<file path="src/rtl/cts_pkg.sv">
package cts_pkg;

   localparam int BYTE_W          = 8;
   localparam int CSR_DATA_W      = 32;
   localparam int CSR_INDEX_W     = 2;
   localparam int LEN_W           = 3;
   localparam int MAX_TAG_DEFAULT = 4;
   // power of two
   localparam int QUEUE_DEPTH     = 2;

   localparam logic [BYTE_W-1:0]     NEWLINE_BYTE    = 8'h0A;
   localparam logic [CSR_DATA_W-1:0] START_TAG_RESET = 32'h0000_2A2F;
   localparam logic [LEN_W-1:0]      START_LEN_RESET = 3'd2;
   localparam logic [CSR_DATA_W-1:0] END_TAG_RESET   = 32'h0000_2F2A;
   localparam logic [LEN_W-1:0]      END_LEN_RESET   = 3'd2;

   typedef enum logic [CSR_INDEX_W-1:0] {
      CSR_START_TAG = 2'd0,
      CSR_START_LEN = 2'd1,
      CSR_END_TAG   = 2'd2,
      CSR_END_LEN   = 2'd3
   } cts_csr_index_type;

   typedef struct packed {
      logic [CSR_DATA_W-1:0] start_tag;
      logic [LEN_W-1:0]      start_len;
      logic [CSR_DATA_W-1:0] end_tag;
      logic [LEN_W-1:0]      end_len;
   } cts_cfg_type;

   typedef struct packed {
      logic [BYTE_W-1:0] data;
      logic              eoi;
      logic              flush;
   } cts_item_type;

   // tag bytes beyond the register compare as zero
   function automatic logic [BYTE_W-1:0] cts_tag_byte(input logic [CSR_DATA_W-1:0] tag,
                                                       input int k);
      logic [CSR_DATA_W-1:0] shifted;
      shifted = tag >> (BYTE_W * k);
      return shifted[BYTE_W-1:0];
   endfunction

endpackage

</file>
<file path="src/rtl/cts_front.sv">
module cts_front (
   input  logic                        clock,
   input  logic                        reset,
   input  logic                        req_tvalid,
   output logic                        req_tready,
   input  logic [cts_pkg::BYTE_W-1:0]  req_tdata,   // in_byte
   input  logic                        req_tlast,   // end_of_input
   output logic                        item_valid,
   input  logic                        item_ready,
   output cts_pkg::cts_item_type       item
);
   import cts_pkg::*;

   localparam int QW = $clog2(QUEUE_DEPTH);
   localparam int CW = $clog2(QUEUE_DEPTH + 1);

   cts_item_type  entry_ff [QUEUE_DEPTH];
   logic [QW-1:0] wr_ptr_ff, wr_ptr_in;
   logic [QW-1:0] rd_ptr_ff, rd_ptr_in;
   logic [CW-1:0] count_ff, count_in;
   cts_item_type  classified;
   logic          push, pop;

   // classify: newline or end of input flushes the window
   always_comb begin
      classified.data  = req_tdata;
      classified.eoi   = req_tlast;
      classified.flush = req_tlast || (req_tdata == NEWLINE_BYTE);
   end

   assign req_tready = (count_ff != CW'(QUEUE_DEPTH));
   assign item_valid = (count_ff != '0);
   assign item       = entry_ff[rd_ptr_ff];
   assign push       = req_tvalid && req_tready;
   assign pop        = item_valid && item_ready;

   always_comb begin
      wr_ptr_in = push ? wr_ptr_ff + QW'(1) : wr_ptr_ff;
      rd_ptr_in = pop ? rd_ptr_ff + QW'(1) : rd_ptr_ff;
      count_in  = count_ff;
      if (push && !pop) begin
         count_in = count_ff + CW'(1);
      end else if (pop && !push) begin
         count_in = count_ff - CW'(1);
      end
   end

   always_ff @(posedge clock) begin
      if (reset) begin
         wr_ptr_ff <= '0;
         rd_ptr_ff <= '0;
         count_ff  <= '0;
      end else begin
         wr_ptr_ff <= wr_ptr_in;
         rd_ptr_ff <= rd_ptr_in;
         count_ff  <= count_in;
      end
   end

   always_ff @(posedge clock) begin
      if (push) begin
         entry_ff[wr_ptr_ff] <= classified;
      end
   end

endmodule

</file>
<file path="src/rtl/cts_back.sv">
module cts_back #(
   parameter int MAX_TAG = cts_pkg::MAX_TAG_DEFAULT
) (
   input  logic                        clock,
   input  logic                        reset,
   input  cts_pkg::cts_cfg_type        cfg,
   input  logic                        item_valid,
   output logic                        item_ready,
   input  cts_pkg::cts_item_type       item,
   output logic                        rsp_tvalid,
   input  logic                        rsp_tready,
   output logic [cts_pkg::BYTE_W-1:0]  rsp_tdata,
   output logic                        rsp_tlast
);
   import cts_pkg::*;

   localparam int FW = $clog2(MAX_TAG + 1);
   localparam int LW = (FW > LEN_W) ? FW : LEN_W;
   localparam int WW = MAX_TAG * BYTE_W;

   typedef enum logic {
      ST_IDLE,
      ST_RUN
   } state_type;

   state_type         state_ff, state_in;
   logic [FW-1:0]     fill_ff, fill_in;
   logic              inside_ff, inside_in;
   logic              held_valid_ff, held_valid_in;
   logic              rsp_valid_ff, rsp_valid_in;
   logic [WW-1:0]     window_ff, window_in;
   logic              flush_ff, flush_in;
   logic              eoi_ff, eoi_in;
   logic [BYTE_W-1:0] held_byte_ff, held_byte_in;
   logic [BYTE_W-1:0] rsp_byte_ff, rsp_byte_in;
   logic              rsp_last_ff, rsp_last_in;

   logic [CSR_DATA_W-1:0] tag;
   logic [LEN_W-1:0]      len_raw;
   logic [LW-1:0]         len_ext;
   logic [FW-1:0]         len;
   logic [MAX_TAG-1:0]    byte_ok;
   logic                  head_match;
   logic                  act_match, act_drop;
   logic                  emit;
   logic [BYTE_W-1:0]     emit_byte;
   logic [FW-1:0]         shift_n;
   logic [WW-1:0]         window_shifted;
   logic                  out_free;

   // tag and clamped length for the current state
   always_comb begin
      tag     = inside_ff ? cfg.end_tag : cfg.start_tag;
      len_raw = inside_ff ? cfg.end_len : cfg.start_len;
      len_ext = LW'(len_raw);
      if (len_ext == '0) begin
         len = FW'(1);
      end else if (len_ext > LW'(MAX_TAG)) begin
         len = FW'(MAX_TAG);
      end else begin
         len = FW'(len_ext);
      end
   end

   always_comb begin
      for (int k = 0; k < MAX_TAG; k++) begin
         byte_ok[k] = (FW'(k) >= len) ||
                      (window_ff[BYTE_W*k +: BYTE_W] == cts_tag_byte(tag, k));
      end
   end

   assign head_match     = &byte_ok;
   assign act_match      = (fill_ff != '0) && (fill_ff >= len) && head_match;
   assign act_drop       = (fill_ff != '0) && !act_match && ((fill_ff >= len) || flush_ff);
   assign shift_n        = act_match ? len : FW'(1);
   assign window_shifted = window_ff >> {shift_n, 3'b000};
   assign out_free       = !rsp_valid_ff || rsp_tready;

   always_comb begin
      emit      = 1'b0;
      emit_byte = window_ff[BYTE_W-1:0];
      if (act_match) begin
         emit      = inside_ff;
         emit_byte = NEWLINE_BYTE;
      end else if (act_drop) begin
         emit = !inside_ff;
      end
   end

   always_comb begin
      state_in      = state_ff;
      fill_in       = fill_ff;
      inside_in     = inside_ff;
      held_valid_in = held_valid_ff;
      window_in     = window_ff;
      flush_in      = flush_ff;
      eoi_in        = eoi_ff;
      held_byte_in  = held_byte_ff;
      rsp_byte_in   = rsp_byte_ff;
      rsp_last_in   = rsp_last_ff;
      rsp_valid_in  = rsp_valid_ff && !rsp_tready;
      item_ready    = (state_ff == ST_IDLE);

      unique case (state_ff)
         ST_IDLE: begin
            if (item_valid) begin
               for (int i = 0; i < MAX_TAG; i++) begin
                  if (FW'(i) == fill_ff) begin
                     window_in[BYTE_W*i +: BYTE_W] = item.data;
                  end
               end
               fill_in  = fill_ff + FW'(1);
               flush_in = item.flush;
               eoi_in   = item.eoi;
               state_in = ST_RUN;
            end
         end
         ST_RUN: begin
            if (act_match || act_drop) begin
               if (!(emit && held_valid_ff && !out_free)) begin
                  window_in = window_shifted;
                  fill_in   = fill_ff - shift_n;
                  if (act_match) begin
                     inside_in = !inside_ff;
                  end
                  if (emit) begin
                     if (held_valid_ff) begin
                        rsp_valid_in = 1'b1;
                        rsp_byte_in  = held_byte_ff;
                        rsp_last_in  = 1'b0;
                     end
                     held_valid_in = 1'b1;
                     held_byte_in  = emit_byte;
                  end
               end
            end else if (!held_valid_ff || out_free) begin
               // run complete: release the held byte as the last one
               if (held_valid_ff) begin
                  rsp_valid_in = 1'b1;
                  rsp_byte_in  = held_byte_ff;
                  rsp_last_in  = 1'b1;
               end
               held_valid_in = 1'b0;
               if (eoi_ff) begin
                  inside_in = 1'b0;
               end
               state_in = ST_IDLE;
            end
         end
      endcase
   end

   always_ff @(posedge clock) begin
      if (reset) begin
         state_ff      <= ST_IDLE;
         fill_ff       <= '0;
         inside_ff     <= 1'b0;
         held_valid_ff <= 1'b0;
         rsp_valid_ff  <= 1'b0;
      end else begin
         state_ff      <= state_in;
         fill_ff       <= fill_in;
         inside_ff     <= inside_in;
         held_valid_ff <= held_valid_in;
         rsp_valid_ff  <= rsp_valid_in;
      end
   end

   always_ff @(posedge clock) begin
      window_ff    <= window_in;
      flush_ff     <= flush_in;
      eoi_ff       <= eoi_in;
      held_byte_ff <= held_byte_in;
      rsp_byte_ff  <= rsp_byte_in;
      rsp_last_ff  <= rsp_last_in;
   end

   assign rsp_tvalid = rsp_valid_ff;
   assign rsp_tdata  = rsp_byte_ff;
   assign rsp_tlast  = rsp_last_ff;

endmodule

</file>
<file path="src/rtl/comment_tag_stripper.sv">
// Removes tagged comments from a byte stream. Outside a comment each byte passes unless the
// start tag matches at the head of a window of up to MAX_TAG bytes; inside a comment bytes are
// dropped until the end tag matches, and one newline then stands for the whole comment. A
// newline byte or tlast flushes the window, so tags never span lines; tlast also ends any open
// comment. rsp_tlast marks the last output byte caused by one input transaction, and an input
// transaction may cause none. Input transactions go into a two-entry queue; the window sequencer
// behind it takes one transaction at a time, loads its byte into the window and makes window
// decisions (a byte kept or dropped, or a tag matched) until none is due; rsp_tready may stall
// it. The user must write tags and lengths through the csr port only while no transaction is
// in flight; the block does not enforce it. Length 0 acts as 1, one above MAX_TAG as MAX_TAG.
module comment_tag_stripper #(
   parameter int MAX_TAG = cts_pkg::MAX_TAG_DEFAULT
) (
   input  logic                            clock,
   input  logic                            reset,
   input  logic                            req_tvalid,
   output logic                            req_tready,
   input  logic [cts_pkg::BYTE_W-1:0]      req_tdata,   // in_byte
   input  logic                            req_tlast,   // end_of_input
   output logic                            rsp_tvalid,
   input  logic                            rsp_tready,
   output logic [cts_pkg::BYTE_W-1:0]      rsp_tdata,   // out_byte
   output logic                            rsp_tlast,   // last_of_run
   input  logic                            csr_wen,
   input  logic [cts_pkg::CSR_INDEX_W-1:0] csr_index,
   input  logic [cts_pkg::CSR_DATA_W-1:0]  csr_wdata
);
   import cts_pkg::*;

   logic [CSR_DATA_W-1:0] start_tag_ff, start_tag_in;
   logic [LEN_W-1:0]      start_len_ff, start_len_in;
   logic [CSR_DATA_W-1:0] end_tag_ff, end_tag_in;
   logic [LEN_W-1:0]      end_len_ff, end_len_in;
   cts_cfg_type           cfg;
   logic                  item_valid, item_ready;
   cts_item_type          item;

   always_comb begin
      start_tag_in = start_tag_ff;
      start_len_in = start_len_ff;
      end_tag_in   = end_tag_ff;
      end_len_in   = end_len_ff;
      if (csr_wen) begin
         unique case (cts_csr_index_type'(csr_index))
            CSR_START_TAG: start_tag_in = csr_wdata;
            CSR_START_LEN: start_len_in = csr_wdata[LEN_W-1:0];
            CSR_END_TAG:   end_tag_in   = csr_wdata;
            CSR_END_LEN:   end_len_in   = csr_wdata[LEN_W-1:0];
         endcase
      end
   end

   always_ff @(posedge clock) begin
      if (reset) begin
         start_tag_ff <= START_TAG_RESET;
         start_len_ff <= START_LEN_RESET;
         end_tag_ff   <= END_TAG_RESET;
         end_len_ff   <= END_LEN_RESET;
      end else begin
         start_tag_ff <= start_tag_in;
         start_len_ff <= start_len_in;
         end_tag_ff   <= end_tag_in;
         end_len_ff   <= end_len_in;
      end
   end

   always_comb begin
      cfg.start_tag = start_tag_ff;
      cfg.start_len = start_len_ff;
      cfg.end_tag   = end_tag_ff;
      cfg.end_len   = end_len_ff;
   end

   cts_front u_front (
      .clock      (clock),
      .reset      (reset),
      .req_tvalid (req_tvalid),
      .req_tready (req_tready),
      .req_tdata  (req_tdata),
      .req_tlast  (req_tlast),
      .item_valid (item_valid),
      .item_ready (item_ready),
      .item       (item)
   );

   cts_back #(
      .MAX_TAG (MAX_TAG)
   ) u_back (
      .clock      (clock),
      .reset      (reset),
      .cfg        (cfg),
      .item_valid (item_valid),
      .item_ready (item_ready),
      .item       (item),
      .rsp_tvalid (rsp_tvalid),
      .rsp_tready (rsp_tready),
      .rsp_tdata  (rsp_tdata),
      .rsp_tlast  (rsp_tlast)
   );

endmodule
</file>
<file path="config.mk">
export PLATFORM = sky130hd
export DESIGN_NAME = comment_tag_stripper
export DESIGN_NICKNAME = d
export VERILOG_FILES = /design/src/rtl/cts_pkg.sv /design/src/rtl/cts_front.sv /design/src/rtl/cts_back.sv /design/src/rtl/comment_tag_stripper.sv
export SDC_FILE = /design/constraint.sdc
export NUM_CORES = 1
export LEC_CHECK = 0
export ABC_AREA = 1
export BUFFER_PORTS_ARGS = -buffer_cell sky130_fd_sc_hd__buf_2
export CAP_MARGIN = 25
export CORE_UTILIZATION = 54
export CTS_CLUSTER_SIZE = 25
export DETAILED_ROUTE_END_ITERATION = 8
export HOLD_SLACK_MARGIN = 0.06
export PLACE_DENSITY_LB_ADDON = 0.15
export SLEW_MARGIN = 25
export SYNTH_ARGS = -nofsm -noshare
export SYNTH_HDL_FRONTEND = slang
export SYNTH_SLANG_ARGS = --single-unit
</file>
<file path="constraint.sdc">
create_clock -name clock -period 3 [get_ports clock]
set_input_delay 0.45 -clock clock [delete_from_list [all_inputs] [get_ports clock]]
set_output_delay 0.45 -clock clock [all_outputs]
set_load 0.005 [all_outputs]
</file>
==> flow_metrics.env <==
export IMPL_drtAntennaViolNets=0
export IMPL_drcViolationCount=0
export IMPL_r2r_cells=19
export IMPL_nets=1096
export IMPL_rows=42
export IMPL_overflow=0
export IMPL_setup_ws_ns=-0.0681
export IMPL_nFillCells=1132
export IMPL_r2r_start="u_back.inside_ff"
export IMPL_relSlewSlack_pct=37.5
export IMPL_endpoint="u_back.fill_ff[1]"
export IMPL_ys_flop_type="dfxtp_1"
export IMPL_worst_path_most_repeated_cell="nor2_1"
export IMPL_synth_cell_types=36
export IMPL_fin_total_pwr_mw=7.85
export IMPL_whs_ns=0.234
export IMPL_synth_edff_count=71
export IMPL_drtIter0Drc=472
export IMPL_critical_path_class="reg -> reg"
export IMPL_crit_start="u_back.inside_ff"
export IMPL_ys_ff_latch=153
export IMPL_antenna_found_initial=0
export IMPL_area_growth_pct=21.8
export IMPL_path_max_fanout=35
export IMPL_finClkSkew_ns=0.00855
export IMPL_min_period_over_period_pct=102
export IMPL_synth_async_sr_flop_share_pct=0
export IMPL_ctsHoldBuffers=0
export IMPL_viasPerCell=5.35
export IMPL_grt_first_pass_wirelength_um=30600
export IMPL_violations="negative setup slack"
export IMPL_min_period_ns=3.07
export IMPL_final_hold_viol_count=0
export IMPL_place_area_um2=8070
export IMPL_finalInstanceArea_um2=8950
export IMPL_cp_required_ns=3.31
export IMPL_max_stage_delay_ns=0.44
export IMPL_setup_viol=2
export IMPL_worstPathCellList="buf_4 -> nand2_1 -> nand3_1 -> nand2_1 -> nor2_1 -> nand2_1 -> nor2_1 -> nor2_1 -> nor2_2 -> buf_4 -> nand2_4 -> buf_12 -> nor2_8 -> nand2_4 -> ha_4 -> inv_2 -> fa_2 -> nor2_2 -> nor2_1"
export IMPL_path_delay_family="simple AND/OR/NAND/NOR gates"
export IMPL_drt_first_pass_iters=6
export IMPL_port_buffers=58
export IMPL_grt_pass1_vias=6206
export IMPL_initial_core_util_pct=55.5
export IMPL_die_y_um=119
export IMPL_cp_num_cells=19
export IMPL_regToRegSetupSlack_ns=-0.07
export IMPL_fmax_mhz=326
export IMPL_power_leakage_nw=4.06
export IMPL_clock_latency_ns=0.42
export IMPL_tritoncts="built"
export IMPL_outcome="finished, violations left"
export IMPL_final_max_slew_viol_count=0
export IMPL_clk_path_buf_depth=2
export IMPL_gp_congestion=0.955
export IMPL_die_w_um=119
export IMPL_yosysTopAreaCell="edfxtp_1"
export IMPL_h_tree_depth=4
export IMPL_cts_buffers=17
export IMPL_core_area_um2=13200
export IMPL_hold_path_class="in -> reg"
export IMPL_synth_area_leaders="edfxtp_1 29%, dfxtp_1 22%, nand2_1 13%"
export IMPL_synth_common_cells="261 x nand2_1, 132 x nor2_1, 98 x nand3_1"
export IMPL_dieArea_um2=14100
export IMPL_syn_nets=994
export IMPL_dp_hpwl_um=13100
export IMPL_worst_pin_slew_ns=0.934
export IMPL_path_clk_slew_ns=0.06
export IMPL_cp_slowest_cell="fa_2"
export IMPL_irDropWorstVdd_mv=0.510
export IMPL_synth_area_um2=7350
export IMPL_combPwrFrac_pct=34.6
export IMPL_synth_top_area_share_pct=29.0
export IMPL_seq_power_share_pct=38.9
export IMPL_drv_cap=0
export IMPL_ff_latch_area_um2=3780
export IMPL_rsz0062_at_grt="true"
export IMPL_multiInputGateArea_um2=3240
export IMPL_crit_buf_inv=4
export IMPL_syn_area_per_cell_um2=7.82
export IMPL_grt_max_degree=68
export IMPL_p_int_mw=5.04
export IMPL_p_sw_share_pct=35.9
export IMPL_r2r_end="u_back.fill_ff[1]"
export IMPL_synth_warnings=0
export IMPL_synth_most_common_cell="nand2_1"
export IMPL_num_vias=6585
export IMPL_cp_start_kind="register"
export IMPL_insertedDiodeCount=0
export IMPL_totalWireLength_um=19100
export IMPL_switching_power_mw=2.82
export IMPL_clockRootBuffer="clkbuf_16"
export IMPL_wire_per_inst_um=15.5
export IMPL_io_pins=59
export IMPL_synthCells=940
export IMPL_clkPwrFrac_pct=26.6
export IMPL_pwr_density_cell_nw_per_um2=877
export IMPL_cp_end_kind="register"
export IMPL_seq_area_frac_synth_pct=51.4
export IMPL_grtUsageTotal_pct=28.1
export IMPL_drive_gt1_share_pct=19.6
export IMPL_clock_sinks=153
export IMPL_cp_data_arrival_time_ns=3.37
-- flip-flops by register name, indices dropped and copies added, names as in the netlist, named ones only --
name	flops
u_back.eoi_ff	1
u_back.rsp_tvalid	1
u_back.window_ff	32
u_back.rsp_tlast	1
u_back.rsp_tdata	8
end_len_ff	3
u_back.inside_ff	1
u_back.held_byte_ff	8
u_front.entry_ff	20
u_back.held_valid_ff	1
start_len_ff	3
end_tag_ff	32
u_back.state_ff	1
u_front.wr_ptr_ff	1
u_back.fill_ff	3
u_front.rd_ptr_ff	1
u_back.flush_ff	1
start_tag_ff	32
u_front.count_ff	2
-- layout by cell type, fill, tap and decap left out, types with 4 or more instances in the layout --
master,n
buf_4,53
o21ai_0,60
inv_1,78
edfxtp_1,71
o211ai_1,10
nand3_1,89
nand2_4,4
nor3_1,10
dfxtp_1,81
buf_6,4
nor2_1,130
a21oi_4,4
inv_2,5
nand2_2,10
nand2_1,256
clkinv_4,5
ha_4,4
clkbuf_16,18
nand3b_1,8
o21ai_1,10
o31ai_1,8
nand3_2,8
a21oi_1,26
buf_2,58
-- cells by family (layout without fill, tap and decap cells) --
logic type / Yosys count / in the layout / synth area share [%]
buffers and inverters: 124 / 238 / 7.58
xor gates and xnor gates: 1 / 1 / 0.119
and+or+nand+nor: 532 / 533 / 30.6
DFF: 153 / 153 / 51.4
adders and majority gates: 6 / 6 / 1.12
AOI/OAI and AO/OA: 124 / 124 / 9.18
-- final cells by class --
type / instances / share of cell area (%)
clock buffer: 23 / 5.49
inverter: 88 / 3.86
multi-input combinational: 664 / 36.2
timing repair buffer: 118 / 8.80
sequential: 153 / 42.2
tap: 176 / 2.46
clock inverter: 9 / 0.992
-- routing by layer --
metal / global-route usage [%] / wire length (µm) / vias up
met4: 10.9 / 528 / 0
met3: 5.36 / 1080 / 35
li1: - / - / 3292
met2: 48.4 / 9670 / 202
met5: 0 / 0 / -
met1: 34.5 / 7830 / 3056
-- timing repair --
action	in CTS	in global routing
pin swaps	15	13
resized for setup	10	30
endpoints found under the setup margin	50	67
cloned	0	1
endpoints found under the hold margin	0	0
setup buffers	16	4
-- power by group through the flow --
| stage | sequential [mW] | combinational, mW | clock [mW] |
|---|---|---|---|
| final | 3.05 | 2.71 | 2.09 |
| after global routing | 3.08 | 3.02 | 2.19 |
| after CTS | 3.03 | 2.51 | 2.12 |
| after detailed placement | 3.07 | 2.33 | 0 |
| after global placement | 3.07 | 2.27 | 0 |
| after floorplan | 2.91 | 1.69 | 0 |
-- worst min path at each step --
stage	endpoint	startpoint	cells past startpoint	slack, ns
floorplan	u_back.rsp_tdata[0]	u_back.held_byte_ff[0]	0	0.40
global placement	u_back.rsp_tdata[1]	u_back.held_byte_ff[1]	0	0.40
detailed placement	u_back.rsp_tdata[1]	u_back.held_byte_ff[1]	0	0.41
CTS	u_front.entry_ff[0][3]	req_tdata[1]	1	0.22
global route	u_front.entry_ff[1][7]	req_tdata[5]	1	0.22
finish	u_front.entry_ff[0][3]	req_tdata[1]	1	0.23
-- stage by stage --
| stage | cells | utilization, % | TNS, ns | worst slack (ns) |
|---|---|---|---|---|
| global route | 1231 | 67.6 | -9.47 | -0.288 |
| CTS | 1229 | 66.5 | -1.19 | -0.0538 |
| global placement | 1181 | 60.9 | -6.45 | -0.234 |
| floorplan | 940 | - | -4.26 | -0.127 |
| finish | 1231 | 67.6 | -0.119 | -0.0681 |
| detailed placement | 1181 | 60.9 | -9.77 | -0.352 |
-- worst register-to-register path: cells and delay by family (launching register included) --
kind | cells | cell delay (ns)
buf+inv | 4 | 0.67
simple gates | 13 | 1.33
flops | 1 | 0.36
fa+ha+maj | 2 | 0.60
Note: power is estimated with default switching activity, not from simulation.
